$ cat config.mk
export PLATFORM = sky130hd
export DESIGN_NAME = spi_command_led_strip_controller
export DESIGN_NICKNAME = d
export VERILOG_FILES = /design/src/rtl/sled_pkg.sv /design/src/rtl/spi_command_led_strip_controller.sv
export SDC_FILE = /design/constraint.sdc
export NUM_CORES = 1
export LEC_CHECK = 0
export BUFFER_PORTS_ARGS = -buffer_cell sky130_fd_sc_hd__buf_2
export CELL_PAD_IN_SITES_DETAIL_PLACEMENT = 0
export CELL_PAD_IN_SITES_GLOBAL_PLACEMENT = 1
export CORE_MARGIN = 10
export CORE_UTILIZATION = 40
export CTS_BUF_LIST = sky130_fd_sc_hd__clkbuf_16
export DETAILED_ROUTE_END_ITERATION = 8
export PLACE_DENSITY_LB_ADDON = 0.15
export RECOVER_POWER = 100
export SYNTH_ARGS = -nofsm -noshare
export SYNTH_HDL_FRONTEND = slang
export SYNTH_SLANG_ARGS = --single-unit
$ cat constraint.sdc
create_clock -name clk -period 4.5 [get_ports clk]
set_clock_uncertainty 0.05 [all_clocks]
set_input_delay 0.45 -clock clk [delete_from_list [all_inputs] [get_ports clk]]
set_output_delay 0.45 -clock clk [all_outputs]
set_load 0.05 [all_outputs]
$ cat src/rtl/sled_pkg.sv
`timescale 1ns / 1ps
// Shared types and command codes for the SPI command LED strip controller.
// Depends on nothing; used by spi_command_led_strip_controller.
package sled_pkg;

	// Command codes: the low nibble of a received byte that has bit 7 set.
	localparam logic [3:0] CMD_LED_ON    = 4'd0;
	localparam logic [3:0] CMD_LED_OFF   = 4'd1;
	localparam logic [3:0] CMD_SET_DUTY  = 4'd2;
	localparam logic [3:0] CMD_CLEAR     = 4'd3;
	localparam logic [3:0] CMD_FILL      = 4'd4;
	localparam logic [3:0] CMD_READ_DUTY = 4'd13;
	localparam logic [3:0] CMD_READ_TEMP = 4'd14;
	localparam logic [3:0] CMD_READ_STAT = 4'd15;

	// Item source codes.
	localparam logic FUNC_SPI   = 1'b0;
	localparam logic FUNC_STRIP = 1'b1;

	// Color phases of one LED on the strip.
	localparam logic [1:0] PHASE_GREEN = 2'd0;
	localparam logic [1:0] PHASE_RED   = 2'd1;
	localparam logic [1:0] PHASE_BLUE  = 2'd2;

	localparam logic [6:0] DUTY_MAX   = 7'd100;
	localparam logic [2:0] COUNT_MAX  = 3'd7;

	typedef struct packed {
		logic       func;
		logic [7:0] spi_byte;
		logic [7:0] temperature;
	} item_t;

	typedef struct packed {
		logic [7:0] reply_byte;
		logic       led_enable;
		logic [6:0] duty_percent;
		logic       strip_send;
		logic [6:0] strip_byte;
		logic       strip_last;
	} result_t;

endpackage

$ cat src/rtl/spi_command_led_strip_controller.sv
`timescale 1ns / 1ps
// Top level of the SPI command decoder and LED strip controller.
// Depends on sled_pkg for the word types and the command codes.
//
// Usage: every input word is either a byte received from the SPI master
// (func = 0) or a handshake from the LED strip (func = 1). A received byte with
// bit 7 set is a command selected by its low nibble; other bytes are data for
// the last command. Every input word produces exactly one result word carrying
// the reply byte for the master's next transfer, the power LED enable and duty,
// and at most one color byte for the strip (green, red, blue for every LED).
// Clear and fill send the first strip byte at once; each strip handshake then
// sends the next one until the blue byte of the last LED, flagged strip_last.
//
// A word's result is registered on acceptance and shows in the cycle after.
// Throughput is one word per cycle while the receiver does not stall; the decode
// and the strip sequencer are a single pass of logic into the result register.
// When the receiver stalls, the result register holds its word and the input
// stays open only if that word is being taken in the same cycle.
// Reset clears all state, parks the strip sequencer idle (position equal to the
// LED count) and empties the result register.
module spi_command_led_strip_controller #(
	parameter int LED_TOTAL = 20
) (
	input  logic             clk,
	input  logic             arst_n,
	input  logic             item_valid,
	output logic             item_ready,
	input  sled_pkg::item_t   item,
	output logic             result_valid,
	input  logic             result_ready,
	output sled_pkg::result_t result
);

	// Position counts up to LED_TOTAL itself, which marks the idle strip.
	localparam int POS_W = $clog2(LED_TOTAL + 1);
	localparam logic [POS_W-1:0] POS_IDLE = POS_W'(LED_TOTAL);
	localparam logic [POS_W-1:0] POS_LAST = POS_W'(LED_TOTAL - 1);

	// Architectural state.
	logic [3:0]       command_q;
	logic [2:0]       count_q;
	logic [6:0]       duty_q;
	logic             led_on_q;
	logic [6:0]       pend_red_q;
	logic [6:0]       pend_green_q;
	logic [6:0]       shown_red_q;
	logic [6:0]       shown_green_q;
	logic [6:0]       shown_blue_q;
	logic [POS_W-1:0] pos_q;
	logic [1:0]       phase_q;

	// Next-state and result values for the word being accepted.
	logic [3:0]       command_d;
	logic [2:0]       count_d;
	logic [6:0]       duty_d;
	logic             led_on_d;
	logic [6:0]       pend_red_d;
	logic [6:0]       pend_green_d;
	logic [6:0]       shown_red_d;
	logic [6:0]       shown_green_d;
	logic [6:0]       shown_blue_d;
	logic [POS_W-1:0] pos_d;
	logic [1:0]       phase_d;
	logic             start;
	logic             advance;
	logic [POS_W-1:0] seq_pos;
	logic [1:0]       seq_phase;
	logic [7:0]       reply;
	sled_pkg::result_t result_d;
	logic             accept;

	assign item_ready = !result_valid || result_ready;
	assign accept     = item_valid && item_ready;

	// Command decode and data handling.
	always_comb begin
		command_d     = command_q;
		count_d       = count_q;
		duty_d        = duty_q;
		led_on_d      = led_on_q;
		pend_red_d    = pend_red_q;
		pend_green_d  = pend_green_q;
		shown_red_d   = shown_red_q;
		shown_green_d = shown_green_q;
		shown_blue_d  = shown_blue_q;
		start         = 1'b0;
		reply         = 8'd0;
		if (item.func == sled_pkg::FUNC_SPI) begin
			if (item.spi_byte[7]) begin
				count_d   = 3'd0;
				command_d = item.spi_byte[3:0];
				unique case (item.spi_byte[3:0])
					sled_pkg::CMD_LED_ON:  led_on_d = 1'b1;
					sled_pkg::CMD_LED_OFF: led_on_d = 1'b0;
					sled_pkg::CMD_CLEAR: begin
						shown_red_d   = 7'd0;
						shown_green_d = 7'd0;
						shown_blue_d  = 7'd0;
						start         = 1'b1;
					end
					sled_pkg::CMD_READ_DUTY: reply = {1'b0, duty_q};
					sled_pkg::CMD_READ_TEMP: reply = item.temperature;
					sled_pkg::CMD_READ_STAT: reply = {7'd0, led_on_q};
					default: ;
				endcase
			end else begin
				// The data count saturates so that late fill bytes are ignored.
				if (count_q != sled_pkg::COUNT_MAX) begin
					count_d = count_q + 3'd1;
				end
				if (command_q == sled_pkg::CMD_SET_DUTY) begin
					duty_d = (item.spi_byte > {1'b0, sled_pkg::DUTY_MAX})
						? sled_pkg::DUTY_MAX : item.spi_byte[6:0];
				end else if (command_q == sled_pkg::CMD_FILL) begin
					unique case (count_d)
						3'd1: pend_red_d   = item.spi_byte[6:0];
						3'd2: pend_green_d = item.spi_byte[6:0];
						3'd3: begin
							shown_red_d   = pend_red_q;
							shown_green_d = pend_green_q;
							shown_blue_d  = item.spi_byte[6:0];
							start         = 1'b1;
						end
						default: ;
					endcase
				end
			end
		end
	end

	// Strip sequencer: a start restarts at the first LED, green byte, and
	// sends that byte in the same word; a handshake sends the next byte.
	always_comb begin
		seq_pos   = start ? '0 : pos_q;
		seq_phase = start ? sled_pkg::PHASE_GREEN : phase_q;
		advance   = (start || item.func == sled_pkg::FUNC_STRIP)
			&& (seq_pos < POS_IDLE) && (seq_phase <= sled_pkg::PHASE_BLUE);
		pos_d     = seq_pos;
		phase_d   = seq_phase;
		result_d  = '0;
		result_d.reply_byte   = reply;
		result_d.led_enable   = led_on_d;
		result_d.duty_percent = duty_d;
		if (advance) begin
			result_d.strip_send = 1'b1;
			unique case (seq_phase)
				sled_pkg::PHASE_GREEN: result_d.strip_byte = shown_green_d;
				sled_pkg::PHASE_RED:   result_d.strip_byte = shown_red_d;
				default:               result_d.strip_byte = shown_blue_d;
			endcase
			if (seq_phase == sled_pkg::PHASE_BLUE) begin
				phase_d             = sled_pkg::PHASE_GREEN;
				pos_d               = seq_pos + POS_W'(1);
				result_d.strip_last = (seq_pos == POS_LAST);
			end else begin
				phase_d = seq_phase + 2'd1;
			end
		end
	end

	always_ff @(posedge clk or negedge arst_n) begin
		if (!arst_n) begin
			command_q     <= 4'd0;
			count_q       <= 3'd0;
			duty_q        <= 7'd0;
			led_on_q      <= 1'b0;
			pend_red_q    <= 7'd0;
			pend_green_q  <= 7'd0;
			shown_red_q   <= 7'd0;
			shown_green_q <= 7'd0;
			shown_blue_q  <= 7'd0;
			pos_q         <= POS_IDLE;
			phase_q       <= sled_pkg::PHASE_GREEN;
			result_valid  <= 1'b0;
		end else begin
			if (accept) begin
				command_q     <= command_d;
				count_q       <= count_d;
				duty_q        <= duty_d;
				led_on_q      <= led_on_d;
				pend_red_q    <= pend_red_d;
				pend_green_q  <= pend_green_d;
				shown_red_q   <= shown_red_d;
				shown_green_q <= shown_green_d;
				shown_blue_q  <= shown_blue_d;
				pos_q         <= pos_d;
				phase_q       <= phase_d;
				result_valid  <= 1'b1;
			end else if (result_ready) begin
				result_valid <= 1'b0;
			end
		end
	end

	// Result payload needs no reset; it is qualified by result_valid.
	always_ff @(posedge clk) begin
		if (accept) begin
			result <= result_d;
		end
	end

	// Every accepted word yields a result in the next cycle.
	a_result_follows: assert property (@(posedge clk) disable iff (!arst_n)
		accept |=> result_valid)
		else $error("accepted word produced no result");

	// The last-LED flag only rides on a byte that is actually sent.
	a_last_with_send: assert property (@(posedge clk) disable iff (!arst_n)
		result_valid && result.strip_last |-> result.strip_send)
		else $error("strip_last without strip_send");

	// Duty stays within the clamp.
	a_duty_range: assert property (@(posedge clk) disable iff (!arst_n)
		duty_q <= sled_pkg::DUTY_MAX)
		else $error("duty above limit");

	// The sequencer never runs past the strip nor into an unused phase.
	a_seq_range: assert property (@(posedge clk) disable iff (!arst_n)
		pos_q <= POS_IDLE && phase_q <= sled_pkg::PHASE_BLUE)
		else $error("strip sequencer out of range");

endmodule

==> key figures <==
Drt
  – DRC Markers: 0
  – Routed WL per cell: about 19 µm
  – Via density per instance: 5.49
  – Drt initial violations: 280
  – Via count: between 2000 and 3000
  – Pre-Repair DR Iteration Count: 4
  – Post-route ant nets: 0
  – Routed WL: around 10000 µm

Logic synthesis
  – Syn Inst Count: 360
  – YS warnings: 0
  – Register area share after synthesis: 0.548
  – Syn Area/Cell: 11.2 µm²
  – Post-synth ARST share: 0.699
  – #FFs+latches synth: between 80 and 90
  – Synthesized Nets: 385
  – Top_reg_cell synth: dfrtp_1
  – Unique masters post-synth: 56
  – Number of synthesized flops with an enable pin: 25
  – Cell taking the most area after synthesis: dfrtp_1
  – Share of the synthesized area in the top cell type: 0.348
  – Commonest cells post-synth: dfrtp_1 (56), nand2_1 (52), edfxtp_1 (25)
  – Count leader, synth: dfrtp_1
  – Cell Area, Synth: 4020 µm²
  – Synth area leaders: dfrtp_1 (35%), edfxtp_1 (19%), mux2_2 (5.3%)

Die
  – Die Ht: approximately 120 µm
  – Row cnt: 36
  – Die area: 14500 µm²
  – Die width: 120 µm
  – Core footprint: 9770 µm²
  – Initial Utilization: 0.411
  – IO Count: 48

Finish
  – Area Growth Syn to Fin: 14.6%
  – Filler Cells Inserted: between 900 and 1000
  – Number of antenna diodes: 0
  – Nets: between 400 and 500
  – Post-route insts no fill: 541
  – Layout cells sized above 1: 0.167

Clock tree
  – TritonCTS Buffers: 9
  – H-tree depth: 3
  – Clk_lat worst skew: approximately 0.34 ns
  – Clock-pin slew on the worst setup and hold paths: around 0.07 ns
  – CTS Sinks: 83
  – Post_cts resized: 0
  – Post CTS Setup Buffer Count: 0
  – Root Buffer Master: clkbuf_16
  – TritonCTS clock tree: done
  – CTS Buffer Depth: 2
  – Post-cts hold buffer count: 0

Flow run
  – Max_cap viols: 0

Run status
  – Status: finished, final reports clean

Worst setup path
  – Worst setup SP type: flip-flop
  – Slowest Stage Delay on Critical Path: 0.59 ns
  – Crit path depth: 8
  – CP top delay family: simple AND/OR/NAND/NOR gates
  – Critical path capture point type: flip-flop
  – Worst path arrival time: 3.37 ns
  – Crit-path slowest cell: or2_0
  – WP buf/inv: 1
  – CP most frequent cell: ha_1
  – Crit-path cells: inv_1 > ha_1 > nor4b_1 > a21oi_1 > or2_0 > and2_0 > ha_1 > a32o_1
  – Kind of critical path: reg2reg
  – Required time worst endpoint: about 4.7 ns
  – CP Max Fanout: 14
  – Worst Reg2Reg Path Length in Cells: 8

Pwr
  – Power Density: approximately 480 nW/µm²
  – Sequential share of power: 0.445
  – Static leakage: about 0.0019 µW
  – Clock power share: 0.361
  – Peak VDD IR: approximately 0.2 mV
  – Comb power frac: 0.194
  – Net Sw Power: 679 µW
  – Pint: 1550 µW
  – Switching share of power: 0.304

Global routing
  – First-pass GRT wire length: about 17000 µm
  – Largest net degree at the start of global routing: 59
  – All-layer global routing usage: 0.145
  – Number of global-route vias before repair: 3065
  – Grt ovf: 0
  – Antenna violations before repair: 0

Placement
  – IO Port Bufs: 47
  – Setup WS pre-CTS: 1.70 ns
  – Hpwl dp: 7230 µm
  – DP Cell Count: 525
  – GP Congestion: about 0.9

Worst hold path
  – Hold Path Class: in2async

STA
  – Final period utilization: 0.710
  – Final min period: between 3 and 4 ns
  – Max Fclk: 313 MHz
  – Setup tns final: 0 ns
  – Endpoints failing setup: 0
  – Relative slew slack: 0.336
  – Slew Limit Fails: 0
  – Final worst slack: 1.30 ns
  – Final Hold Vio Count: 0
  – RSZ-0062 raised after global routing: false
  – Worst-margin pin slew: between 0.9 and 1 ns
power by group through the flow:
stage / clock network, µW / logic [µW] / registers [µW]
floorplan: 0 / 280 / 1050
global placement: 0 / 453 / 1010
detailed placement: 0 / 454 / 1010
CTS: 818 / 456 / 992
global route: 856 / 479 / 1010
finish: 805 / 433 / 992
registers in the layout, summed over array words and instances, names as in the netlist, 2 cells and up:
name,count
command_q,4
result,25
pend_red_q,7
shown_red_q,7
shown_blue_q,7
pos_q,5
shown_green_q,7
count_q,3
phase_q,2
pend_green_q,7
duty_q,7
per-stage QoR:
step / total power, µW / cell area (µm²) / util / hold WS, ns
2_1_floorplan: 1330 / 4020 / - / 0.104
3_3_place_gp: 1460 / 4360 / 0.446 / 0.422
3_5_place_dp: 1460 / 4360 / 0.446 / 0.425
4_1_cts: 2270 / 4690 / 0.479 / 0.260
5_1_grt: 2340 / 4610 / 0.471 / 0.278
6_report: 2230 / 4610 / 0.471 / 0.211
per-layer routing:
layer / global-route usage / share of wire / vias to the layer above
li1: - / - / 1426
met1: 0.193 / 0.46 / 1480
met2: 0.230 / 0.48 / 53
met3: 0.0335 / 0.050 / 9
met4: 0.0415 / 0.012 / 0
met5: 0 / 0 / -
worst register-to-register path: stages, from the launching register on:
cell and delay [ns]:
dfrtp_1 0.43, inv_1 0.06, ha_1 0.31, nor4b_1 0.57, a21oi_1 0.25, or2_0 0.59, and2_0 0.33, ha_1 0.29
a32o_1 0.21
placed cells by master, fill, tap and decap left out, types with 3 or more instances in the layout:
| master | n |
|---|---|
| nor2b_1 | 3 |
| clkbuf_1 | 30 |
| ha_1 | 4 |
| mux2_2 | 17 |
| o21ai_0 | 26 |
| a21oi_1 | 7 |
| nand2_1 | 52 |
| a31o_2 | 5 |
| o221ai_1 | 5 |
| nand3_1 | 13 |
| a22o_1 | 18 |
| dfrtp_1 | 56 |
| nor3_1 | 6 |
| a22oi_1 | 18 |
| edfxtp_1 | 25 |
| buf_2 | 18 |
| a22oi_2 | 4 |
| and3_1 | 4 |
| nor2_1 | 19 |
| nand2b_1 | 6 |
| inv_1 | 10 |
| clkbuf_16 | 9 |
logic make-up (layout without fill, tap and decap cells):
family                     after synthesis  count (layout)  share of synthesized area
buffers and inverters                   28              76                     0.0308
xor gates and xnor gates                 3               3                    0.00654
adders and majority gates                4               4                     0.0124
AOI/OAI and AO/OA                       98              98                      0.180
DFF                                     83              83                      0.548
muxes                                   21              21                     0.0582
and+or+nand+nor                        123             123                      0.163
layout make-up:
type / instances / area, µm² / share of cell area
Clock buffer: 9 / 225 / 0.0489
Clock inverter: 7 / 101 / 0.0220
Inverter: 10 / 37.5 / 0.00815
Multi-Input combinational cell: 249 / 1660 / 0.359
Sequential cell: 83 / 2200 / 0.478
Tap cell: 133 / 166 / 0.0361
Timing Repair Buffer: 50 / 218 / 0.0472
path summary, 6_finish.rpt:
kind	from	endpoint	slack, ns
max in group asynchronous	arst_n	shown_red_q[5]	3.68
hold / removal	arst_n	shown_red_q[2]	0.21
setup / recovery	count_q[0]	pos_q[1]	1.30
hold reg to reg	shown_red_q[2]	shown_red_q[2]	0.44
min in group clk	item_valid	result_valid	0.29
setup reg to reg	count_q[0]	pos_q[1]	1.30
(Power assumes the default switching activity.)
